===== src/hdl/wtlf_pkg.sv =====
package wtlf_pkg;

   // Default depth of the word buffer
   localparam int DEF_DEPTH = 16;

   // Field and register widths
   localparam int CHAR_W = 8;
   localparam int MASK_W = 26;
   localparam int LEN_CFG_W = 5;
   localparam int CSR_IDX_W = 2;
   localparam int CSR_DATA_W = MASK_W;

   // Width used for length arithmetic and compares (covers depth up to 64 and +1)
   localparam int CMP_W = 8;

   // Letter range
   localparam logic [CHAR_W-1:0] CHAR_A = 8'h61;
   localparam logic [CHAR_W-1:0] CHAR_Z = 8'h7A;

   // Register indexes
   localparam logic [CSR_IDX_W-1:0] CSR_LETTER_MASK = 2'd0;
   localparam logic [CSR_IDX_W-1:0] CSR_MIN_LEN = 2'd1;
   localparam logic [CSR_IDX_W-1:0] CSR_MAX_LEN = 2'd2;

   // Register reset values
   localparam logic [MASK_W-1:0] RST_LETTER_MASK = 26'h2FFFFFF;
   localparam logic [LEN_CFG_W-1:0] RST_MIN_LEN = 5'd3;
   localparam logic [LEN_CFG_W-1:0] RST_MAX_LEN = 5'd10;

   // Commands from controller to datapath
   typedef struct packed {
      logic store;    // write accepted letter, bump length (or set discard mark at the limit)
      logic clear;    // clear length and discard mark
      logic start;    // reset read pointer for emission
      logic read;     // issue buffer read at read pointer
      logic load;     // load output register from buffer data
      logic advance;  // step read pointer
   } ctrl_cmd_type;

   // Status from datapath to controller
   typedef struct packed {
      logic is_letter;
      logic discard;
      logic emit_ok;
      logic ptr_last;
      logic out_free;
   } dp_status_type;

endpackage


===== src/hdl/word_tokenizer_length_filter.sv =====
// Word tokenizer with length filter.
// Input channel (req_valid / req_stall / req_in_char) takes one text byte per
// transfer. A lowercase letter whose bit is set in the letter mask joins the
// current word; any other byte ends it. Result channel (rsp_valid / rsp_stall /
// rsp_out_char / rsp_word_last) returns the kept words one character per
// transfer, in text order, with rsp_word_last on the final character.
// Configuration port (csr_write_en / csr_index / csr_write_data): index 0 letter
// mask, 1 minimum length, 2 discard length; write only while the block is idle.
// A letter or a dropped delimiter does not stall the input. A delimiter that
// emits a word holds req_stall until the word has been read out: each
// character is one read of the word buffer plus one load of the output
// register, and a load waits while the receiver stalls the output register.
// The first character of a word is read from the buffer in the read state and
// then loaded into the output register in the load state when that is free.
// Reset clears the word length, the discard mark and the output valid, and
// restores the register defaults. When the receiver stalls, the current
// character holds in the output register and the block stalls its input until
// the last character of the word has been loaded into the output register.
module word_tokenizer_length_filter import wtlf_pkg::*; #(
   parameter int WORD_BUFFER_DEPTH = DEF_DEPTH
) (
   input  logic                  clock,
   input  logic                  reset,
   input  logic                  csr_write_en,
   input  logic [CSR_IDX_W-1:0]  csr_index,
   input  logic [CSR_DATA_W-1:0] csr_write_data,
   input  logic                  req_valid,
   output logic                  req_stall,
   input  logic [CHAR_W-1:0]     req_in_char,
   output logic                  rsp_valid,
   input  logic                  rsp_stall,
   output logic [CHAR_W-1:0]     rsp_out_char,
   output logic                  rsp_word_last
);

   ctrl_cmd_type  cmd;
   dp_status_type status;

   wtlf_ctrl u_ctrl (
      .clock(clock),
      .reset(reset),
      .req_valid(req_valid),
      .req_stall(req_stall),
      .cmd(cmd),
      .status(status)
   );

   wtlf_dp #(
      .WORD_BUFFER_DEPTH(WORD_BUFFER_DEPTH)
   ) u_dp (
      .clock(clock),
      .reset(reset),
      .csr_write_en(csr_write_en),
      .csr_index(csr_index),
      .csr_write_data(csr_write_data),
      .req_in_char(req_in_char),
      .rsp_stall(rsp_stall),
      .rsp_valid(rsp_valid),
      .rsp_out_char(rsp_out_char),
      .rsp_word_last(rsp_word_last),
      .cmd(cmd),
      .status(status)
   );

endmodule


===== src/hdl/wtlf_ram.sv =====
module wtlf_ram import wtlf_pkg::*; #(
   parameter int WIDTH = CHAR_W,
   parameter int DEPTH = DEF_DEPTH
) (
   input  logic                     clock,
   input  logic                     wr_en,
   input  logic [$clog2(DEPTH)-1:0] wr_addr,
   input  logic [WIDTH-1:0]         wr_data,
   input  logic                     rd_en,
   input  logic [$clog2(DEPTH)-1:0] rd_addr,
   output logic [WIDTH-1:0]         rd_data
);

   logic [WIDTH-1:0] mem_ff [DEPTH];
   logic [WIDTH-1:0] rd_data_ff;

   // Single write port, registered read port
   always_ff @(posedge clock) begin
      if (wr_en) begin
         mem_ff[wr_addr] <= wr_data;
      end
      if (rd_en) begin
         rd_data_ff <= mem_ff[rd_addr];
      end
   end

   assign rd_data = rd_data_ff;

endmodule


===== src/hdl/wtlf_dp.sv =====
module wtlf_dp import wtlf_pkg::*; #(
   parameter int WORD_BUFFER_DEPTH = DEF_DEPTH
) (
   input  logic                  clock,
   input  logic                  reset,
   input  logic                  csr_write_en,
   input  logic [CSR_IDX_W-1:0]  csr_index,
   input  logic [CSR_DATA_W-1:0] csr_write_data,
   input  logic [CHAR_W-1:0]     req_in_char,
   input  logic                  rsp_stall,
   output logic                  rsp_valid,
   output logic [CHAR_W-1:0]     rsp_out_char,
   output logic                  rsp_word_last,
   input  ctrl_cmd_type          cmd,
   output dp_status_type         status
);

   localparam int ADDR_W = $clog2(WORD_BUFFER_DEPTH);
   localparam logic [CMP_W-1:0] DEPTH_C = CMP_W'(WORD_BUFFER_DEPTH);

   logic [MASK_W-1:0]    letter_mask_ff;
   logic [LEN_CFG_W-1:0] min_len_ff;
   logic [LEN_CFG_W-1:0] max_len_ff;
   logic [ADDR_W-1:0]    word_len_ff, word_len_in;
   logic                 discard_ff, discard_in;
   logic [ADDR_W-1:0]    rd_ptr_ff, rd_ptr_in;
   logic                 rsp_valid_ff, rsp_valid_in;
   logic [CHAR_W-1:0]    rsp_char_ff;
   logic                 rsp_last_ff;
   logic [CHAR_W-1:0]    ram_rd_data;
   logic [LEN_CFG_W-1:0] letter_idx;
   logic [CMP_W-1:0]     limit;
   logic [CMP_W-1:0]     len_plus;
   logic                 in_range;

   // Configuration registers
   always_ff @(posedge clock) begin
      if (reset) begin
         letter_mask_ff <= RST_LETTER_MASK;
         min_len_ff <= RST_MIN_LEN;
         max_len_ff <= RST_MAX_LEN;
      end else if (csr_write_en) begin
         unique case (csr_index)
            CSR_LETTER_MASK: letter_mask_ff <= csr_write_data[MASK_W-1:0];
            CSR_MIN_LEN:     min_len_ff <= csr_write_data[LEN_CFG_W-1:0];
            CSR_MAX_LEN:     max_len_ff <= csr_write_data[LEN_CFG_W-1:0];
            default: ;
         endcase
      end
   end

   // Letter classification
   assign in_range = (req_in_char >= CHAR_A) && (req_in_char <= CHAR_Z);
   assign letter_idx = LEN_CFG_W'(req_in_char - CHAR_A);
   assign status.is_letter = in_range && letter_mask_ff[letter_idx];

   // Discard limit saturates to the buffer depth
   always_comb begin
      if ((max_len_ff == '0) || (CMP_W'(max_len_ff) > DEPTH_C)) begin
         limit = DEPTH_C;
      end else begin
         limit = CMP_W'(max_len_ff);
      end
   end

   assign len_plus = CMP_W'(word_len_ff) + CMP_W'(1);

   // Word length and discard mark
   always_comb begin
      word_len_in = word_len_ff;
      discard_in = discard_ff;
      if (cmd.clear) begin
         word_len_in = '0;
         discard_in = 1'b0;
      end else if (cmd.store) begin
         if (len_plus >= limit) begin
            word_len_in = '0;
            discard_in = 1'b1;
         end else begin
            word_len_in = len_plus[ADDR_W-1:0];
         end
      end
   end

   always_ff @(posedge clock) begin
      if (reset) begin
         word_len_ff <= '0;
         discard_ff <= 1'b0;
      end else begin
         word_len_ff <= word_len_in;
         discard_ff <= discard_in;
      end
   end

   assign status.discard = discard_ff;
   assign status.emit_ok = (word_len_ff != '0) &&
                           (CMP_W'(word_len_ff) >= CMP_W'(min_len_ff));

   // Read pointer for emission
   always_comb begin
      rd_ptr_in = rd_ptr_ff;
      if (cmd.start) begin
         rd_ptr_in = '0;
      end else if (cmd.advance) begin
         rd_ptr_in = rd_ptr_ff + ADDR_W'(1);
      end
   end

   always_ff @(posedge clock) begin
      if (reset) begin
         rd_ptr_ff <= '0;
      end else begin
         rd_ptr_ff <= rd_ptr_in;
      end
   end

   assign status.ptr_last = (CMP_W'(rd_ptr_ff) + CMP_W'(1)) == CMP_W'(word_len_ff);

   // Word buffer
   wtlf_ram #(
      .WIDTH(CHAR_W),
      .DEPTH(WORD_BUFFER_DEPTH)
   ) u_buf (
      .clock(clock),
      .wr_en(cmd.store),
      .wr_addr(word_len_ff),
      .wr_data(req_in_char),
      .rd_en(cmd.read),
      .rd_addr(rd_ptr_ff),
      .rd_data(ram_rd_data)
   );

   // Output register
   assign status.out_free = !rsp_valid_ff || !rsp_stall;

   always_comb begin
      rsp_valid_in = rsp_valid_ff;
      if (cmd.load) begin
         rsp_valid_in = 1'b1;
      end else if (!rsp_stall) begin
         rsp_valid_in = 1'b0;
      end
   end

   always_ff @(posedge clock) begin
      if (reset) begin
         rsp_valid_ff <= 1'b0;
      end else begin
         rsp_valid_ff <= rsp_valid_in;
      end
   end

   always_ff @(posedge clock) begin
      if (cmd.load) begin
         rsp_char_ff <= ram_rd_data;
         rsp_last_ff <= status.ptr_last;
      end
   end

   assign rsp_valid = rsp_valid_ff;
   assign rsp_out_char = rsp_char_ff;
   assign rsp_word_last = rsp_last_ff;

   // Length never reaches the buffer depth
   a_len_bound: assert property (@(posedge clock) disable iff (reset)
      CMP_W'(word_len_ff) < DEPTH_C)
      else $error("word length reached buffer depth");

   // Reads stay inside the current word
   a_read_in_word: assert property (@(posedge clock) disable iff (reset)
      cmd.read |-> (CMP_W'(rd_ptr_ff) < CMP_W'(word_len_ff)))
      else $error("buffer read beyond current word");

endmodule


===== src/hdl/wtlf_ctrl.sv =====
module wtlf_ctrl import wtlf_pkg::*; (
   input  logic          clock,
   input  logic          reset,
   input  logic          req_valid,
   output logic          req_stall,
   output ctrl_cmd_type  cmd,
   input  dp_status_type status
);

   localparam logic [1:0] ST_IDLE = 2'd0;
   localparam logic [1:0] ST_READ = 2'd1;
   localparam logic [1:0] ST_LOAD = 2'd2;

   logic [1:0] state_ff, state_in;
   logic       accept;

   assign req_stall = (state_ff != ST_IDLE);
   assign accept = req_valid && !req_stall;

   // Next state and commands
   always_comb begin
      state_in = state_ff;
      cmd = '0;
      unique case (state_ff)
         ST_IDLE: begin
            if (accept) begin
               if (status.is_letter) begin
                  cmd.store = 1'b1;
               end else if (!status.discard && status.emit_ok) begin
                  cmd.start = 1'b1;
                  state_in = ST_READ;
               end else begin
                  cmd.clear = 1'b1;
               end
            end
         end
         ST_READ: begin
            cmd.read = 1'b1;
            state_in = ST_LOAD;
         end
         ST_LOAD: begin
            if (status.out_free) begin
               cmd.load = 1'b1;
               if (status.ptr_last) begin
                  cmd.clear = 1'b1;
                  state_in = ST_IDLE;
               end else begin
                  cmd.advance = 1'b1;
                  state_in = ST_READ;
               end
            end
         end
         default: begin
            state_in = ST_IDLE;
         end
      endcase
   end

   always_ff @(posedge clock) begin
      if (reset) begin
         state_ff <= ST_IDLE;
      end else begin
         state_ff <= state_in;
      end
   end

   // Every buffer read is followed by the load state
   a_read_then_load: assert property (@(posedge clock) disable iff (reset)
      (state_ff == ST_READ) |=> (state_ff == ST_LOAD))
      else $error("read not followed by load");

   // Output register is only loaded when it is free
   a_load_free: assert property (@(posedge clock) disable iff (reset)
      cmd.load |-> status.out_free)
      else $error("output register overwritten");

endmodule

===== config.mk =====
export PLATFORM = sky130hd
export DESIGN_NAME = word_tokenizer_length_filter
export DESIGN_NICKNAME = d
export VERILOG_FILES = /design/src/hdl/wtlf_pkg.sv /design/src/hdl/word_tokenizer_length_filter.sv /design/src/hdl/wtlf_ram.sv /design/src/hdl/wtlf_dp.sv /design/src/hdl/wtlf_ctrl.sv
export SDC_FILE = /design/constraint.sdc
export NUM_CORES = 1
export LEC_CHECK = 0
export ABC_AREA = 1
export BUFFER_PORTS_ARGS = -buffer_cell sky130_fd_sc_hd__buf_2
export CAP_MARGIN = 20
export CORE_ASPECT_RATIO = 1.25
export CORE_UTILIZATION = 47
export DETAILED_ROUTE_END_ITERATION = 8
export GPL_TIMING_DRIVEN = 0
export PLACE_DENSITY = 0.76
export SLEW_MARGIN = 5
export SYNTH_ARGS = -nofsm -noshare
export SYNTH_HDL_FRONTEND = slang
export SYNTH_SLANG_ARGS = --single-unit

===== constraint.sdc =====
create_clock -name clock -period 6.85 [get_ports clock]
set_input_delay 0 -clock clock [delete_from_list [all_inputs] [get_ports clock]]
set_output_delay 0 -clock clock [all_outputs]
set_load 0.02 [all_outputs]

==> metrics.yaml, run 1 <==
detailed_routing:
  postRouteAntennaNets: 0
  vias: 6166
  drc_errors: 0
  wl_mm: 19.83
  first_pass_iters: 5
  viasPerCell: 5.437
  drtIter0Drc: 454
  wl_per_cell_um: 17.49
timing:
  rsz0062_at_grt: "no"
  hold_viol: 0
  worstMarginPinSlew_ns: 0.8448
  finalCriticalPeriod_ns: 2.972
  fin_setup_tns_ns: 0
  slew_headroom_pct: 43.47
  clock_skew_ns: 0.01031
  max_freq_ghz: 0.3365
  setup_viol: 0
  drv_slew: 0
  post-route-period-util_pct: 43.39
grt:
  grt-ovfl-total: 0
  antenna_found_initial: 0
  grt_usage_pct: 23.62
  grt_pass1_wl_mm: 31.28
  grt_max_degree: 24
  grt_pass1_vias: 6227
cells_and_area:
  drive_gt1_share_pct: 11.16
  instances_no_fill: 1134
  syn_to_final_growth_pct: 19.93
  multiInputGateArea_um2: 2565
  seqCellArea_um2: 5315
  fin_util_pct: 58.10
  fin_nets: 960
  n_antenna_cell: 0
  nFillCells: 1377
placement:
  io_buffer_count: 51
  dpl.hpwl_mm: 13.01
  place_inst: 1060
  place_congestion: 0.8586
floorplan:
  fp.coreArea_um2: 16910
  num_io_pins: 52
  start_util_pct: 48.44
  die_h_um: 149.6
  rows: 53
  dieArea_um2: 17960
  die_w_um: 120.1
clocking:
  clk_pin_slew_ns: 0.07
  clockRootBuffer: "clkbuf_16"
  tritoncts: "yes"
  cts_resized: 0
  clk_latency_ns: 0.44
  cts-buffers-inserted: 17
  clockBufferDepth: 2
  htreeDepth: 4
  clock-sinks: 193
power:
  power.leakage_nw: 3.891
  pwr_density_cell_nw_per_um2: 259.0
  peakVddDrop_mv: 0.1571
synth:
  syn-num-nets: 848
  synth_edf_count: 145
  synth_cell_types: 33
  synth-async-reset-ratio_pct: 0
  ys.flop_type: "edfxtp_1"
  synth_warnings: 0
  ys_ff_latch: 193
  synth_area_per_cell_um2: 10.38
  yosysSeqAreaShare_pct: 64.88
  syn_inst: 789
  syn-cell-area_um2: 8192
critical_path:
  startpoint_type: "input pin"
  worstSetupPathType: "input pin to flip-flop"
  cp-end-kind: "flip-flop"
  crit_arrival_ns: 3.04
  crit_fanout: 23
  startpoint: "req_in_char[0]"
  crit_required_ns: 6.92
  reg2reg_from: "u_dp.max_len_ff[1]"
flow_run:
  drv_cap: 0
worst_hold_path:
  min_path_type: "input pin to flip-flop"
  hold_start: "req_in_char[3]"
run_status:
  status: "finished, final reports clean"
## critical path, stage by stage
cell	delay, ns
buf_2	0.44
inv_2	0.15
buf_4	0.22
ha_1	0.45
inv_2	0.13
nand3_1	0.12
nand3_1	0.12
nand3_1	0.12
nand2_1	0.05
nand2_1	0.08
nand3_2	0.15
nor2_8	0.18
nand2_2	0.12
nor2_1	0.66
## timing repair
item | CTS | global route
hold buffers | 39 | 1
endpoints found under the hold margin | 76 | 1
buffers inserted | 0 | 0
## final cells by class
type,instances,area share [%]
Inverter,50,1.910
Multi-Input combinational cell,516,26.11
Sequential cell,193,54.10
Buffer,30,1.261
Clock inverter,14,2.624
Tap cell,220,2.802
Clock buffer,18,4.368
Timing Repair Buffer,93,6.826
## final timing paths
| check | end | slack, ns | cells after the start |
|---|---|---|---|
| max reg2reg | u_dp.word_len_ff[0] | 4.44 | 12 |
| max | u_dp.u_buf.mem_ff[13][3] | 3.88 | 14 |
| min reg2reg | u_dp.rsp_out_char[7] | 0.43 | 0 |
| min | u_dp.u_buf.mem_ff[3][3] | 0.02 | 1 |
## synthesized netlist by cell type, types with 7 or more instances
cell,count,area share (%)
a21oi_1,35,2.1
a221oi_1,9,0.96
clkbuf_1,21,0.96
dfxtp_1,48,12
edfxtp_1,145,53
ha_1,18,2.7
inv_1,46,2.1
nand2_1,196,9.0
nand3_1,75,4.6
nand4_1,15,1.1
nor2_1,71,3.3
o21ai_0,50,3.1
o221ai_1,7,0.75
o22ai_1,10,0.76
xor2_1,7,0.75
## per-stage QoR
| stage | hold WS, ns | instance area [um^2] | setup WS (ns) | total power (W) |
|---|---|---|---|---|
| floorplan | 0.06907 | 8192 | 4.596 | 0.001357 |
| global placement | 0.1946 | 8722 | 3.444 | 0.001399 |
| detailed placement | 0.1997 | 8722 | 3.332 | 0.001402 |
| CTS | 0.002115 | 9799 | 3.731 | 0.002547 |
| global route | 0.008845 | 9824 | 3.570 | 0.002602 |
| finish | 0.01540 | 9824 | 3.878 | 0.002545 |
## flip-flops by register name, summed over array words and instances, names as in the netlist
register,flops
u_dp.rsp_word_last,1
u_dp.word_len_ff,4
u_dp.rd_ptr_ff,4
u_dp.u_buf.mem_ff,128
u_dp.max_len_ff,5
u_dp.u_buf.rd_data,8
u_dp.rsp_valid,1
u_dp.letter_mask_ff,26
u_dp.discard_ff,1
u_ctrl.state_ff,2
u_dp.min_len_ff,5
u_dp.rsp_out_char,8
## routing by layer
metal	track usage [%]	wire length (um)	share of wire [%]	up-vias
li1	-	-	-	2971
met1	24.96	7376	37	2863
met2	42.07	10140	51	265
met3	5.564	1307	6.6	67
met4	15.00	1009	5.1	0
met5	0	0	0	-
## placed cells by master (no fill, tap or decap), types with 35 or more instances in the layout
cell / instances
dfxtp_1: 48
dlygate4sd3_1: 40
buf_2: 54
nand3_1: 75
o21ai_0: 50
a21oi_1: 35
nand2_1: 196
edfxtp_1: 145
inv_1: 46
nor2_1: 71
## cells by family (layout without fill, tap and decap cells)
| logic type | Yosys count | in the layout | share of synthesized area (%) |
|---|---|---|---|
| AO/OA/AOI/OAI | 115 | 115 | 8.050 |
| buffers and inverters | 80 | 205 | 3.803 |
| AND/OR/NAND/NOR | 375 | 375 | 19.66 |
| flip-flops | 193 | 193 | 64.88 |
| adder cells (fa/ha/maj) | 18 | 18 | 2.749 |
| XOR/XNOR | 8 | 8 | 0.8554 |
## where the power goes
part,total [W],internal (W),switching [W]
registers,0.00127,0.00127,0.00000637
logic,0.000124,0.0000481,0.0000756
clock network,0.00115,0.000721,0.000429
total,0.00254,0.00203,0.000511
Note: power is estimated with default switching activity, not from simulation.
==> run 2, diff against run 1 <==
Clock period 6.85 ns to 3 ns, I/O delays scaled along.
==> run 2 against run 1 <==
- sequential share of layout area decreased by 0.12 points
- cell area increased by 0.23%
- routed wire length about the same
- die area unchanged
- critical endpoint is now u_dp.u_buf.mem_ff[11][1]
- largest power group unchanged
- highest routed layer unchanged
==> metrics.yaml, run 2 (same netlist as run 1, synthesis figures left out) <==
detailed_routing:
  drtIter0Drc: 442  # -2.6%
  wl_mm: 19.84  # about the same
  postRouteAntennaNets: 0  # unchanged
  wl_per_cell_um: 17.51  # +0.10%
  vias: 6174  # +0.13%
  first_pass_iters: 5  # unchanged
  viasPerCell: 5.449  # +0.22%
  drc_errors: 0  # unchanged
power:
  peakVddDrop_mv: 0.3650  # +130%
  pwr_density_cell_nw_per_um2: 589.1  # +130%
  p_total_w: 0.005801  # +130%
  power.leakage_nw: 3.885  # -0.16%
placement:
  dpl.hpwl_mm: 13.01  # unchanged
  io_buffer_count: 51  # unchanged
  place_congestion: 0.8586  # unchanged
  placed_area_um2: 8722  # unchanged
  pre_cts_slack_ns: -0.5178  # -3.850 ns
cells_and_area:
  final_area_um2: 9847  # +0.23%
  fin_nets: 959  # -0.10%
  n_antenna_cell: 0  # unchanged
  final_cell_mix: "196 x nand2_1, 145 x edfxtp_1, 75 x nand3_1"
  largest_reg_flops: 128  # unchanged
  largestRegisters: "u_dp.u_buf.mem_ff (128), u_dp.letter_mask_ff (26)"
  drive_gt1_share_pct: 12.16  # +1.0 points
  syn_to_final_growth_pct: 20.21
  largest_register: "u_dp.u_buf.mem_ff"
  final_common_cell: "nand2_1"
clocking:
  clockBufferDepth: 2  # unchanged
  clk_pin_slew_ns: 0.06  # about the same
  clock-sinks: 193  # unchanged
  clk_latency_ns: 0.44  # about the same
  cts-buffers-inserted: 17  # unchanged
  htreeDepth: 4  # unchanged
  cts_setup_buffers: 0  # unchanged
  tritoncts: "yes"
  clockRootBuffer: "clkbuf_16"
floorplan:
  num_io_pins: 52  # unchanged
  die_h_um: 149.6  # unchanged
  die_w_um: 120.1  # unchanged
  start_util_pct: 48.44  # unchanged
  dieArea_um2: 17960  # unchanged
  rows: 53  # unchanged
  fp.coreArea_um2: 16910  # unchanged
critical_path:
  worstSetupPathType: "input pin to flip-flop"
  crit_fanout: 23  # unchanged
  crit_required_ns: 3.06  # -3.86 ns
  slowest_stage: "nor2_1"
  crit_top_cell: "nand3_1"
  cp_slowest_stage_delay_ns: 0.58  # -0.08 ns
  startpoint_type: "input pin"
  reg2reg_from: "u_dp.max_len_ff[1]"
  crit_arrival_ns: 2.80  # -0.24 ns
  cp-end-kind: "flip-flop"
  critical_path.cell_chain: "clkbuf_4 > inv_2 > buf_4 > ha_1 > inv_2 > nand3_1 > nand3_1 > nand3_1 > nand2_1 > nand2_1 > nand3_2 > nor2_8 > nand2_2 > nor2_1"
  startpoint: "req_in_char[0]"
grt:
  grt_max_degree: 24  # unchanged
  grt_usage_pct: 23.60  # about the same
  grt_pass1_wl_mm: 31.26  # about the same
  antenna_found_initial: 0  # unchanged
  grt_pass1_vias: 6236  # +0.14%
  grt-ovfl-total: 0  # unchanged
timing:
  setup_viol: 0  # unchanged
  clock_skew_ns: 0.007753  # -0.002554 ns
  rsz0062_at_grt: "no"
  finalCriticalPeriod_ns: 2.734
  fin_ws_ns: 0.2661  # -3.612 ns
  worstMarginPinSlew_ns: 0.7536  # -0.09120 ns
  slew_headroom_pct: 49.49  # +6.0 points
  post-route-period-util_pct: 91.13
  hold_viol: 0  # unchanged
  drv_slew: 0  # unchanged
  max_freq_ghz: 0.3658
flow_run:
  drv_cap: 0  # unchanged
worst_hold_path:
  hold_start: "req_in_char[3]"
  min_path_type: "input pin to flip-flop"
run_status:
  status: "finished, final reports clean"
run 2: changes by cell type in the layout (fill, tap and decap cells not counted), sizes merged:
| cell | previous run | this run |
|---|---|---|
| buf | 61 | 60 |
run 2: area by class of cell:
| class | instances | area (um^2) |
|---|---|---|
| buffer | 30 | 123.9 |
| inverter | 50 | 187.7 |
| clock buffer | 18 | 429.2 |
| timing repair buffer | 92 | 665.6 |
| tap | 220 | 275.3 |
| multi-input combinational | 516 | 2592 |
| fill | 1372 | 7063 |
| clock inverter | 14 | 257.7 |
| sequential | 193 | 5315 |
run 2: metal layers:
metal | GRT usage (%) | vias to the layer above | routed length, um
li1 | - | 2971 | -
met1 | 24.98 | 2881 | 7537
met2 | 41.95 | 253 | 10090
met3 | 5.526 | 69 | 1182
met4 | 15.13 | 0 | 1025
met5 | 0 | - | 0
run 2: final timing paths:
| check | to | slack (ns) | depth (start not counted) |
|---|---|---|---|
| max | u_dp.u_buf.mem_ff[11][1] | 0.27 | 14 |
| min | u_dp.u_buf.mem_ff[3][3] | 0.03 | 1 |
| max reg2reg | u_dp.word_len_ff[0] | 0.58 | 12 |
| min reg2reg | u_dp.rsp_out_char[7] | 0.43 | 0 |
run 2: power breakdown:
group	internal [W]	total (W)	switching [W]
sequential	0.00289	0.00290	0.0000145
clock	0.00165	0.00261	0.000968
combinational	0.000110	0.000284	0.000174
total	0.00464	0.00580	0.00116
run 2: per-stage QoR:
step                      std cells  hold WS [ns]  util (%)  TNS, ns
after floorplan                 789       0.06907         -        0
after global placement         1060        0.1946     51.58   -31.36
after detailed placement       1060        0.1997     51.58   -37.37
after CTS                      1131      0.002115     57.98        0
after global routing           1133      0.008845     58.23        0
final                          1133       0.02550     58.23        0
run 2: what timing repair did:
| action | CTS | global route |
|---|---|---|
| endpoints found under the setup margin | 8 | 128 |
| gates resized for setup | 1 | 10 |
| hold buffers | 39 | 1 |
| hold endpoints to repair | 76 | 1 |
run 2: worst max-delay path, delay by kind of cell:
family / cells / cell delay (ns)
adders and majority gates: 1 / 0.45
buffers and inverters: 4 / 0.79
and+or+nand+nor: 9 / 1.53
